**src/rtl/fdps_pkg.sv**
```systemverilog
// ----------------------------------------------------------------------------
// fdps_pkg
// Shared widths, codes, defaults and the result record of the flap drum
// position sequencer.
// ----------------------------------------------------------------------------
package fdps_pkg;

  // Defaults for the top-level parameters.
  localparam int STEPS_PER_REV_DEF = 2038;
  localparam int FLAP_COUNT_DEF    = 45;
  localparam int ESCAPE_STEPS_DEF  = 50;

  // Field widths.
  localparam int CMD_W      = 2;
  localparam int FLAP_W     = 6;
  localparam int OFFSET_W   = 8;
  localparam int COOLDOWN_W = 16;

  // Configuration port.
  localparam int CFG_INDEX_W = 1;
  localparam int CFG_DATA_W  = 16;

  localparam logic [CFG_INDEX_W-1:0] CFG_HOME_OFFSET = 1'd0;
  localparam logic [CFG_INDEX_W-1:0] CFG_COOLDOWN    = 1'd1;

  localparam logic [OFFSET_W-1:0]   HOME_OFFSET_RST = 8'd74;
  localparam logic [COOLDOWN_W-1:0] COOLDOWN_RST    = 16'd2000;

  // Command codes of an input word.
  localparam logic [CMD_W-1:0] CMD_TICK   = 2'd0;
  localparam logic [CMD_W-1:0] CMD_TARGET = 2'd1;
  localparam logic [CMD_W-1:0] CMD_HOME   = 2'd2;

  // One result word.
  typedef struct packed {
    logic              step_pulse;
    logic              motor_enabled;
    logic              busy_rotating;
    logic [FLAP_W-1:0] shown_flap;
    logic              home_failed;
  } result_t;

endpackage

```
**src/rtl/fdps_core.sv**
```systemverilog
// ----------------------------------------------------------------------------
// fdps_core
// Sequencer state and the per-word update: homing phases, forward stepping
// with the fractional step numerator, and the move cooldown.
// ----------------------------------------------------------------------------
module fdps_core #(
  parameter int STEPS_PER_REV = fdps_pkg::STEPS_PER_REV_DEF,
  parameter int FLAP_COUNT    = fdps_pkg::FLAP_COUNT_DEF,
  parameter int ESCAPE_STEPS  = fdps_pkg::ESCAPE_STEPS_DEF
) (
  input  logic                            clk,
  input  logic                            rst_n,
  input  logic                            go,
  input  logic [fdps_pkg::CMD_W-1:0]      cmd,
  input  logic [fdps_pkg::FLAP_W-1:0]     target,
  input  logic                            hall,
  input  logic [fdps_pkg::OFFSET_W-1:0]   home_offset,
  input  logic [fdps_pkg::COOLDOWN_W-1:0] cooldown_ticks,
  output fdps_pkg::result_t               result
);

  localparam int FLAP_STEPS = STEPS_PER_REV / FLAP_COUNT;
  localparam int FLAP_REM   = STEPS_PER_REV % FLAP_COUNT;
  localparam int SEEK_LIMIT = 3 * STEPS_PER_REV;
  localparam int STEP_MAX   = (FLAP_STEPS + 1 > 255) ? FLAP_STEPS + 1 : 255;
  localparam int STEP_W     = $clog2(STEP_MAX + 1);
  localparam int SEEK_W     = $clog2(SEEK_LIMIT + 2);
  localparam int FRAC_W     = fdps_pkg::FLAP_W;

  typedef enum logic [2:0] {
    PH_IDLE,
    PH_HOME,
    PH_ESCAPE,
    PH_SEEK,
    PH_OFFSET,
    PH_FWD
  } phase_t;

  phase_t                          phase_r, phase_nxt;
  logic [fdps_pkg::FLAP_W-1:0]     shown_r, shown_nxt;
  logic [fdps_pkg::FLAP_W-1:0]     wanted_r, wanted_nxt;
  logic [FRAC_W-1:0]               frac_r, frac_nxt;
  logic [fdps_pkg::FLAP_W-1:0]     flaps_r, flaps_nxt;
  logic [STEP_W-1:0]               steps_r, steps_nxt;
  logic [SEEK_W-1:0]               seek_r, seek_nxt;
  logic [fdps_pkg::COOLDOWN_W-1:0] cool_r, cool_nxt;
  logic                            pend_r, pend_nxt;
  logic                            fail_r, fail_nxt;
  logic                            pulse;
  logic                            halt;
  logic [FRAC_W:0]                 frac_sum;

  always_comb begin
    phase_nxt  = phase_r;
    shown_nxt  = shown_r;
    wanted_nxt = wanted_r;
    frac_nxt   = frac_r;
    flaps_nxt  = flaps_r;
    steps_nxt  = steps_r;
    seek_nxt   = seek_r;
    cool_nxt   = cool_r;
    pend_nxt   = pend_r;
    fail_nxt   = fail_r;
    pulse      = 1'b0;
    halt       = 1'b0;
    frac_sum   = '0;

    if (go) begin
      case (cmd)
        fdps_pkg::CMD_TARGET: begin
          wanted_nxt = (target < fdps_pkg::FLAP_W'(FLAP_COUNT)) ? target : '0;
        end
        fdps_pkg::CMD_HOME: begin
          pend_nxt = 1'b1;
        end
        fdps_pkg::CMD_TICK: begin
          if (cool_nxt != '0) begin
            cool_nxt = cool_nxt - 1'b1;
          end

          // Move start, only from idle. A pending homing ignores the cooldown.
          if (phase_nxt == PH_IDLE) begin
            if (pend_nxt) begin
              pend_nxt  = 1'b0;
              flaps_nxt = '0;
              steps_nxt = '0;
              phase_nxt = PH_HOME;
            end else if (shown_nxt != wanted_nxt && cool_nxt == '0) begin
              cool_nxt  = cooldown_ticks;
              steps_nxt = '0;
              if (wanted_nxt >= shown_nxt) begin
                flaps_nxt = wanted_nxt - shown_nxt;
                phase_nxt = PH_FWD;
              end else begin
                flaps_nxt = wanted_nxt;
                phase_nxt = PH_HOME;
              end
            end
          end

          // Phases only fall forward, so one ordered pass covers every chain.
          if (phase_nxt == PH_HOME) begin
            if (hall) begin
              seek_nxt  = SEEK_W'(ESCAPE_STEPS);
              steps_nxt = STEP_W'(ESCAPE_STEPS);
              phase_nxt = PH_ESCAPE;
            end else begin
              fail_nxt  = 1'b0;
              shown_nxt = '0;
              frac_nxt  = '0;
              steps_nxt = STEP_W'(home_offset);
              phase_nxt = PH_OFFSET;
            end
          end

          if (!halt && phase_nxt == PH_ESCAPE) begin
            if (steps_nxt != '0) begin
              steps_nxt = steps_nxt - 1'b1;
              pulse     = 1'b1;
              halt      = 1'b1;
            end
            if (steps_nxt == '0) begin
              if (seek_nxt > SEEK_W'(SEEK_LIMIT)) begin
                phase_nxt  = PH_IDLE;
                shown_nxt  = '0;
                wanted_nxt = '0;
                flaps_nxt  = '0;
                steps_nxt  = '0;
                fail_nxt   = 1'b1;
              end else begin
                seek_nxt  = seek_nxt + 1'b1;
                phase_nxt = PH_SEEK;
              end
            end
          end

          if (!halt && phase_nxt == PH_SEEK) begin
            if (!hall) begin
              fail_nxt  = 1'b0;
              shown_nxt = '0;
              frac_nxt  = '0;
              steps_nxt = STEP_W'(home_offset);
              phase_nxt = PH_OFFSET;
            end else begin
              if (seek_nxt > SEEK_W'(SEEK_LIMIT)) begin
                phase_nxt  = PH_IDLE;
                shown_nxt  = '0;
                wanted_nxt = '0;
                flaps_nxt  = '0;
                steps_nxt  = '0;
                fail_nxt   = 1'b1;
              end else begin
                seek_nxt = seek_nxt + 1'b1;
              end
              pulse = 1'b1;
              halt  = 1'b1;
            end
          end

          if (!halt && phase_nxt == PH_OFFSET) begin
            if (steps_nxt != '0) begin
              steps_nxt = steps_nxt - 1'b1;
              pulse     = 1'b1;
              halt      = 1'b1;
            end
            if (steps_nxt == '0) begin
              phase_nxt = (flaps_nxt != '0) ? PH_FWD : PH_IDLE;
            end
          end

          if (!halt && phase_nxt == PH_FWD) begin
            halt = 1'b1;
            if (steps_nxt == '0 && flaps_nxt == '0) begin
              phase_nxt = PH_IDLE;
            end else begin
              if (steps_nxt == '0) begin
                // Whole steps of one flap plus the carried fraction.
                frac_sum = {1'b0, frac_nxt} + (FRAC_W + 1)'(FLAP_REM);
                if (frac_sum > (FRAC_W + 1)'(FLAP_COUNT)) begin
                  steps_nxt = STEP_W'(FLAP_STEPS + 1);
                  frac_nxt  = FRAC_W'(frac_sum - (FRAC_W + 1)'(FLAP_COUNT));
                end else begin
                  steps_nxt = STEP_W'(FLAP_STEPS);
                  frac_nxt  = frac_sum[FRAC_W-1:0];
                end
                flaps_nxt = flaps_nxt - 1'b1;
              end
              steps_nxt = steps_nxt - 1'b1;
              pulse     = 1'b1;
              if (steps_nxt == '0) begin
                shown_nxt = shown_nxt + 1'b1;
                if (flaps_nxt == '0) begin
                  phase_nxt = PH_IDLE;
                end
              end
            end
          end

          if (!halt) begin
            phase_nxt = PH_IDLE;
          end
        end
        default: begin
        end
      endcase
    end
  end

  always_comb begin
    result.step_pulse    = pulse;
    result.motor_enabled = (phase_nxt != PH_IDLE) || pulse;
    result.busy_rotating = (phase_nxt != PH_IDLE) || pulse;
    result.shown_flap    = shown_nxt;
    result.home_failed   = fail_nxt;
  end

  always_ff @(posedge clk) begin
    if (!rst_n) begin
      phase_r  <= PH_IDLE;
      shown_r  <= '0;
      wanted_r <= '0;
      frac_r   <= '0;
      flaps_r  <= '0;
      steps_r  <= '0;
      seek_r   <= '0;
      cool_r   <= '0;
      pend_r   <= 1'b0;
      fail_r   <= 1'b0;
    end else begin
      phase_r  <= phase_nxt;
      shown_r  <= shown_nxt;
      wanted_r <= wanted_nxt;
      frac_r   <= frac_nxt;
      flaps_r  <= flaps_nxt;
      steps_r  <= steps_nxt;
      seek_r   <= seek_nxt;
      cool_r   <= cool_nxt;
      pend_r   <= pend_nxt;
      fail_r   <= fail_nxt;
    end
  end

endmodule

```
**src/rtl/flap_drum_position_sequencer.sv**
```systemverilog
// ----------------------------------------------------------------------------
// flap_drum_position_sequencer
// Step sequencer for a one-way drum of flaps with hall-marker homing.
// ----------------------------------------------------------------------------
// Each input word is a tick (carrying the hall level), a new target flap or a
// homing request, and each produces exactly one result word: whether a motor
// step was issued, whether the coils are driven and a move is in progress,
// the flap now shown, and whether the last homing failed. A word passes
// through an input register, the combinational update logic and a result
// register, and a new word can be accepted every cycle while out_ready
// keeps the result register moving; the result register lets the next word
// enter while the previous result still waits on out_ready. The single
// update stage in the core handles one word per cycle under that condition.
//
// Forward moves step whole flaps, each taking STEPS_PER_REV / FLAP_COUNT steps
// plus an extra step whenever the accumulated remainder numerator exceeds
// FLAP_COUNT. A target below the shown flap homes first: escape the marker
// (ESCAPE_STEPS), seek it one step per tick, then step home_offset_steps past
// it. A seek beyond three revolutions stops the motor, shows flap zero, drops
// the move and raises home_failed. A move starts only once cooldown_ticks
// ticks have passed since the previous start; a homing request ignores that.
// Target values at or above FLAP_COUNT select flap zero. Configuration
// (index 0: home_offset_steps, index 1: cooldown_ticks) must be written only
// while the block is idle.
// ----------------------------------------------------------------------------
module flap_drum_position_sequencer #(
  parameter int STEPS_PER_REV = fdps_pkg::STEPS_PER_REV_DEF,
  parameter int FLAP_COUNT    = fdps_pkg::FLAP_COUNT_DEF,
  parameter int ESCAPE_STEPS  = fdps_pkg::ESCAPE_STEPS_DEF
) (
  input  logic                             clk,
  input  logic                             rst_n,

  input  logic                             in_valid,
  output logic                             in_ready,
  input  logic [fdps_pkg::CMD_W-1:0]       in_command,
  input  logic [fdps_pkg::FLAP_W-1:0]      in_flap_target,
  input  logic                             in_hall_level,

  output logic                             out_valid,
  input  logic                             out_ready,
  output logic                             out_step_pulse,
  output logic                             out_motor_enabled,
  output logic                             out_busy_rotating,
  output logic [fdps_pkg::FLAP_W-1:0]      out_shown_flap,
  output logic                             out_home_failed,

  input  logic                             cfg_we,
  input  logic [fdps_pkg::CFG_INDEX_W-1:0] cfg_index,
  input  logic [fdps_pkg::CFG_DATA_W-1:0]  cfg_wdata
);

  // Configuration registers.
  logic [fdps_pkg::OFFSET_W-1:0]   home_offset_r;
  logic [fdps_pkg::COOLDOWN_W-1:0] cooldown_r;

  // Input register.
  logic                        in_full_r;
  logic [fdps_pkg::CMD_W-1:0]  cmd_r;
  logic [fdps_pkg::FLAP_W-1:0] target_r;
  logic                        hall_r;

  // Result register.
  logic                        out_valid_r;
  fdps_pkg::result_t           result_r;
  fdps_pkg::result_t           result;

  logic                        fire;

  // The held word is processed when the result register is free or is
  // being emptied in this same cycle.
  assign fire     = in_full_r && (!out_valid_r || out_ready);
  assign in_ready = !in_full_r || fire;

  always_ff @(posedge clk) begin
    if (!rst_n) begin
      home_offset_r <= fdps_pkg::HOME_OFFSET_RST;
      cooldown_r    <= fdps_pkg::COOLDOWN_RST;
    end else if (cfg_we) begin
      case (cfg_index)
        fdps_pkg::CFG_HOME_OFFSET: home_offset_r <= cfg_wdata[fdps_pkg::OFFSET_W-1:0];
        fdps_pkg::CFG_COOLDOWN:    cooldown_r    <= cfg_wdata[fdps_pkg::COOLDOWN_W-1:0];
        default: begin
        end
      endcase
    end
  end

  always_ff @(posedge clk) begin
    if (!rst_n) begin
      in_full_r <= 1'b0;
    end else if (in_valid && in_ready) begin
      in_full_r <= 1'b1;
    end else if (fire) begin
      in_full_r <= 1'b0;
    end
  end

  always_ff @(posedge clk) begin
    if (in_valid && in_ready) begin
      cmd_r    <= in_command;
      target_r <= in_flap_target;
      hall_r   <= in_hall_level;
    end
  end

  fdps_core #(
    .STEPS_PER_REV (STEPS_PER_REV),
    .FLAP_COUNT    (FLAP_COUNT),
    .ESCAPE_STEPS  (ESCAPE_STEPS)
  ) u_core (
    .clk            (clk),
    .rst_n          (rst_n),
    .go             (fire),
    .cmd            (cmd_r),
    .target         (target_r),
    .hall           (hall_r),
    .home_offset    (home_offset_r),
    .cooldown_ticks (cooldown_r),
    .result         (result)
  );

  always_ff @(posedge clk) begin
    if (!rst_n) begin
      out_valid_r <= 1'b0;
    end else if (fire) begin
      out_valid_r <= 1'b1;
    end else if (out_ready) begin
      out_valid_r <= 1'b0;
    end
  end

  always_ff @(posedge clk) begin
    if (fire) begin
      result_r <= result;
    end
  end

  assign out_valid         = out_valid_r;
  assign out_step_pulse    = result_r.step_pulse;
  assign out_motor_enabled = result_r.motor_enabled;
  assign out_busy_rotating = result_r.busy_rotating;
  assign out_shown_flap    = result_r.shown_flap;
  assign out_home_failed   = result_r.home_failed;

endmodule

```
**config.mk**
```make
export PLATFORM = sky130hd
export DESIGN_NAME = flap_drum_position_sequencer
export DESIGN_NICKNAME = d
export VERILOG_FILES = /design/src/rtl/fdps_pkg.sv /design/src/rtl/fdps_core.sv /design/src/rtl/flap_drum_position_sequencer.sv
export SDC_FILE = /design/constraint.sdc
export NUM_CORES = 1
export LEC_CHECK = 0
export ABC_AREA = 1
export BUFFER_PORTS_ARGS = -buffer_cell sky130_fd_sc_hd__buf_2
export CAP_MARGIN = 20
export CELL_PAD_IN_SITES_DETAIL_PLACEMENT = 1
export CELL_PAD_IN_SITES_GLOBAL_PLACEMENT = 1
export CORE_MARGIN = 2
export CORE_UTILIZATION = 35
export CTS_CLUSTER_DIAMETER = 100
export CTS_CLUSTER_SIZE = 12
export DETAILED_ROUTE_END_ITERATION = 8
export GPL_TIMING_DRIVEN = 1
export PLACE_DENSITY_LB_ADDON = 0.1
export SYNTH_ARGS = -nofsm -noshare
export SYNTH_HDL_FRONTEND = slang
export SYNTH_HIERARCHICAL = 1
export SYNTH_SLANG_ARGS = --single-unit
```
**constraint.sdc**
```tcl
create_clock -name clk -period 20.4 [get_ports clk]
set_input_delay 3.06 -clock clk [delete_from_list [all_inputs] [get_ports clk]]
set_output_delay 3.06 -clock clk [all_outputs]
set_load 0.05 [all_outputs]
```
==> summary.md <==
| Metric | Value |
|---|---|
| Status | completed |
| Clk slew on worst S/H paths | 0.08 ns |
| Area leader, netlist | dfxtp_1 |
| Area grow syn2layout | 7.87% |
| Tmin final | 9.19 ns |
| Antenna violations before repair | 0 |
| Io pins | 43 |
| Iteration-0 DRC Markers | 320 |
| Area of the core | approximately 26000 µm² |
| Post-Synthesis Cell Area | around 9100 µm² |
| Pins Over Slew Limit | 0 |
| CP endpoint kind | register |
| Global-route wire length before repair | 48.2 mm |
| Count of buffers from port buffering | 42 |
| Crit path buf inv count | 7 |
| Mapped Nets | about 1500 |
| Synth area leaders | dfxtp_1, nand2_1, inv_1 |
| Cell count after synthesis | 1471 |
| Synth warnings | 6 |
| Worst reg2reg path endpoint | out_shown_flap[0] |
| Root Driver | clkbuf_16 |
| Slowest CP cell | nor3_1 |
| Final GP Congestion | 0.861 |
| Register-to-Register Path Depth | 63 |
| Asr flop ratio synth | 0 |
| Top Family by Delay on Critical Path | simple AND/OR/NAND/NOR gates |
| Design Area, Final | 9810 µm² |
| Total global-route track usage | 0.221 |
| Crit start category | register |
| RSZ-0062 raised after global routing | no |
| Worst-path maximum fanout | 10 |
| Site Rows | 59 |
| Critical path depth | 63 |
| Critical path type | register to register |
| Post-synth top area share | 0.203 |
| Average size of a mapped cell | 6.18 µm² |
| Fin. Hold Viols | 0 |
| Measured slew at the worst slew-check pin | around 1.0 ns |
| Vias in the first global route | 9519 |
| Post-DRT Antenna Nets | 0 |
| Post-synth EDFFs | 19 |
| Main flop type after synthesis | dfxtp_1 |
| # resized after CTS | 0 |
| Setup bufs post-CTS | 0 |
| TNS Setup | 0 ns |
| Detailed placer's ending HPWL | 22.4 mm |
| Die height | 165 µm |
| Post-placement cell area | 9530 µm² |
| WL/cell | 15.7 µm |
| Layout filler cell count | 3462 |
| Seq/Total Area, Yosys | 0.265 |
| Layout cell share with drive strength beyond 1 | 0.112 |
| Synth unique cells | 54 |
| Number of synthesized register bits | approximately 110 |
| Drt first pass iters | 4 |
| Cells after DPL | approximately 1800 |
| Cts bufs inserted | 9 |
| Non-filler cells in the finished layout | 1825 |
| # clock sinks | about 110 |
| CTS hold repair buffers | 0 |
| Final worst-path cycle share | 0.451 |
| Crit path DAT | 9.32 ns |
| Vias per cell | 5.03 |
| WP data required | 20.53 ns |
| Hold Path Stages | 2 |
| Critical path's largest stage delay | about 0.52 ns |
| R2R Setup Slk | about 11 ns |
| Clock Latency Late Sink | 0.36 ns |
| Rel. slew slack | 0.304 |
| CP endpoint | out_shown_flap[0] |
| DR vias | 9182 |
| Min-delay src | u_core/frac_r[2] |
| Final setup vio count | 0 |
| DRC violations left | 0 |
| CP Launch Point | u_core/shown_r[0] |
| Largest net degree at the start of global routing | 50 |
| Clock skew | around 0.013 ns |
| Max Buffers Root-to-Sink | 2 |
| CP dominant cell by count | nand2_1 |
| Starting density of the core | 0.353 |
| R2r startpoint | u_core/shown_r[0] |
| Nets | 1536 |
| Antenna Cells | 0 |
| DIE AREA | roughly 27000 µm² |
| Total routed wirelength | between 20 and 30 mm |
| Overflow after GRT | 0 |
| Die width | 165 µm |
| Maximum clock rate | roughly 0.11 GHz |
| TritonCTS clock tree | built |
| MaxCap Viol Count | 0 |
| Hold WC Path Type | register to register |
| CTS H-tree depth | 3 |
-- registers in the layout, summed over array words and instances, names as in the netlist --
register           count
out_home_failed        1
out_motor_enabled      1
u_core/pend_r          1
out_step_pulse         1
u_core/fail_r          1
home_offset_r          8
out_valid              1
cmd_r                  2
out_busy_rotating      1
u_core/seek_r         13
cooldown_r            16
u_core/cool_r         16
u_core/steps_r         8
u_core/frac_r          6
hall_r                 1
in_full_r              1
u_core/flaps_r         6
target_r               6
out_shown_flap         6
u_core/shown_r         6
u_core/wanted_r        6
u_core/phase_r         3
-- how the worst min path moves through the flow --
| stage | end | slack [ns] |
|---|---|---|
| 2_1_floorplan | home_offset_r[3] | 0.43 |
| 3_3_place_gp | u_core/frac_r[1] | 0.46 |
| 3_5_place_dp | cooldown_r[4] | 0.46 |
| 4_1_cts | u_core/steps_r[4] | 0.47 |
| 5_1_grt | cooldown_r[8] | 0.51 |
| 6_report | u_core/frac_r[2] | 0.47 |
-- worst reg2reg max path, delay by kind of cell, from the launching register on --
family / cells / cell delay (ns)
compound gates: 2 / 0.30
xor+xnor: 1 / 0.23
fa+ha+maj: 6 / 1.43
buf+inv: 7 / 0.53
flops: 1 / 0.39
simple gates: 47 / 6.12
-- cells by family (layout without fill, tap and decap cells) --
logic type | count (synthesis) | after routing | synth area share
XOR/XNOR | 32 | 32 | 0.0308
AO/OA/AOI/OAI | 206 | 206 | 0.125
AND/OR/NAND/NOR | 861 | 861 | 0.444
flip-flops | 111 | 111 | 0.265
buffers and inverters | 241 | 260 | 0.107
adder cells (fa/ha/maj) | 20 | 20 | 0.0283
-- metrics by stage --
stage,hold WS (ns),setup slack [ns],utilization
after floorplan,0.429,12.77,-
after global placement,0.455,11.65,0.370
after detailed placement,0.455,11.28,0.370
after CTS,0.471,11.24,0.381
after global routing,0.505,10.08,0.381
final,0.470,11.21,0.381
-- final cells by class --
| type | instances | area [µm²] | share of cell area |
|---|---|---|---|
| clock inverter | 7 | 55.1 | 0.00561 |
| sequential | 111 | 2410 | 0.246 |
| tap | 335 | 419 | 0.0427 |
| inverter | 200 | 753 | 0.0768 |
| multi-input combinational | 1119 | 5720 | 0.583 |
| timing repair buffer | 44 | 225 | 0.0230 |
| clock buffer | 9 | 225 | 0.0230 |
-- cells in the final DEF (no fill, tap or decap), drive strengths merged, types with 9 or more instances in the layout --
| cell | n |
|---|---|
| nand2 | 458 |
| nor2 | 202 |
| inv | 198 |
| nand3 | 130 |
| dfxtp | 92 |
| a21oi | 86 |
| o21ai | 85 |
| buf | 44 |
| nand4 | 28 |
| xor2 | 24 |
| nor3 | 20 |
| edfxtp | 19 |
| ha | 19 |
| nand3b | 12 |
| o211ai | 12 |
| a31oi | 10 |
| clkbuf | 9 |
-- cell usage after synthesis, types with 6 or more instances --
cell      number
o21ai_0       71
nand3b_1      12
nand2_1      419
nand4_1       26
nand2_4       10
inv_2          8
edfxtp_1      19
xor2_1        24
inv_1        185
nor2_4        13
dfxtp_1       92
a31oi_1       10
nor2_2        16
clkinv_1       6
nor2_1       172
nor3_1        16
nand3_1      118
a21oi_1       84
buf_4          6
o211ai_1      12
ha_1          19
o21ai_1       13
nand3_2        9
nand2_2       27
clkbuf_1      23
xnor2_1        8
-- metal layers --
| layer | up-vias | routed length, µm | track usage |
|---|---|---|---|
| li1 | 4738 | - | - |
| met1 | 4338 | 14500 | 0.302 |
| met2 | 86 | 13400 | 0.381 |
| met3 | 20 | 443 | 0.0175 |
| met4 | 0 | 367 | 0.0478 |
| met5 | - | 0 | 0 |
Power is left out: the tool's default activity adds up to more than one toggle a clock period on the data nets, which glitch-free logic cannot reach.
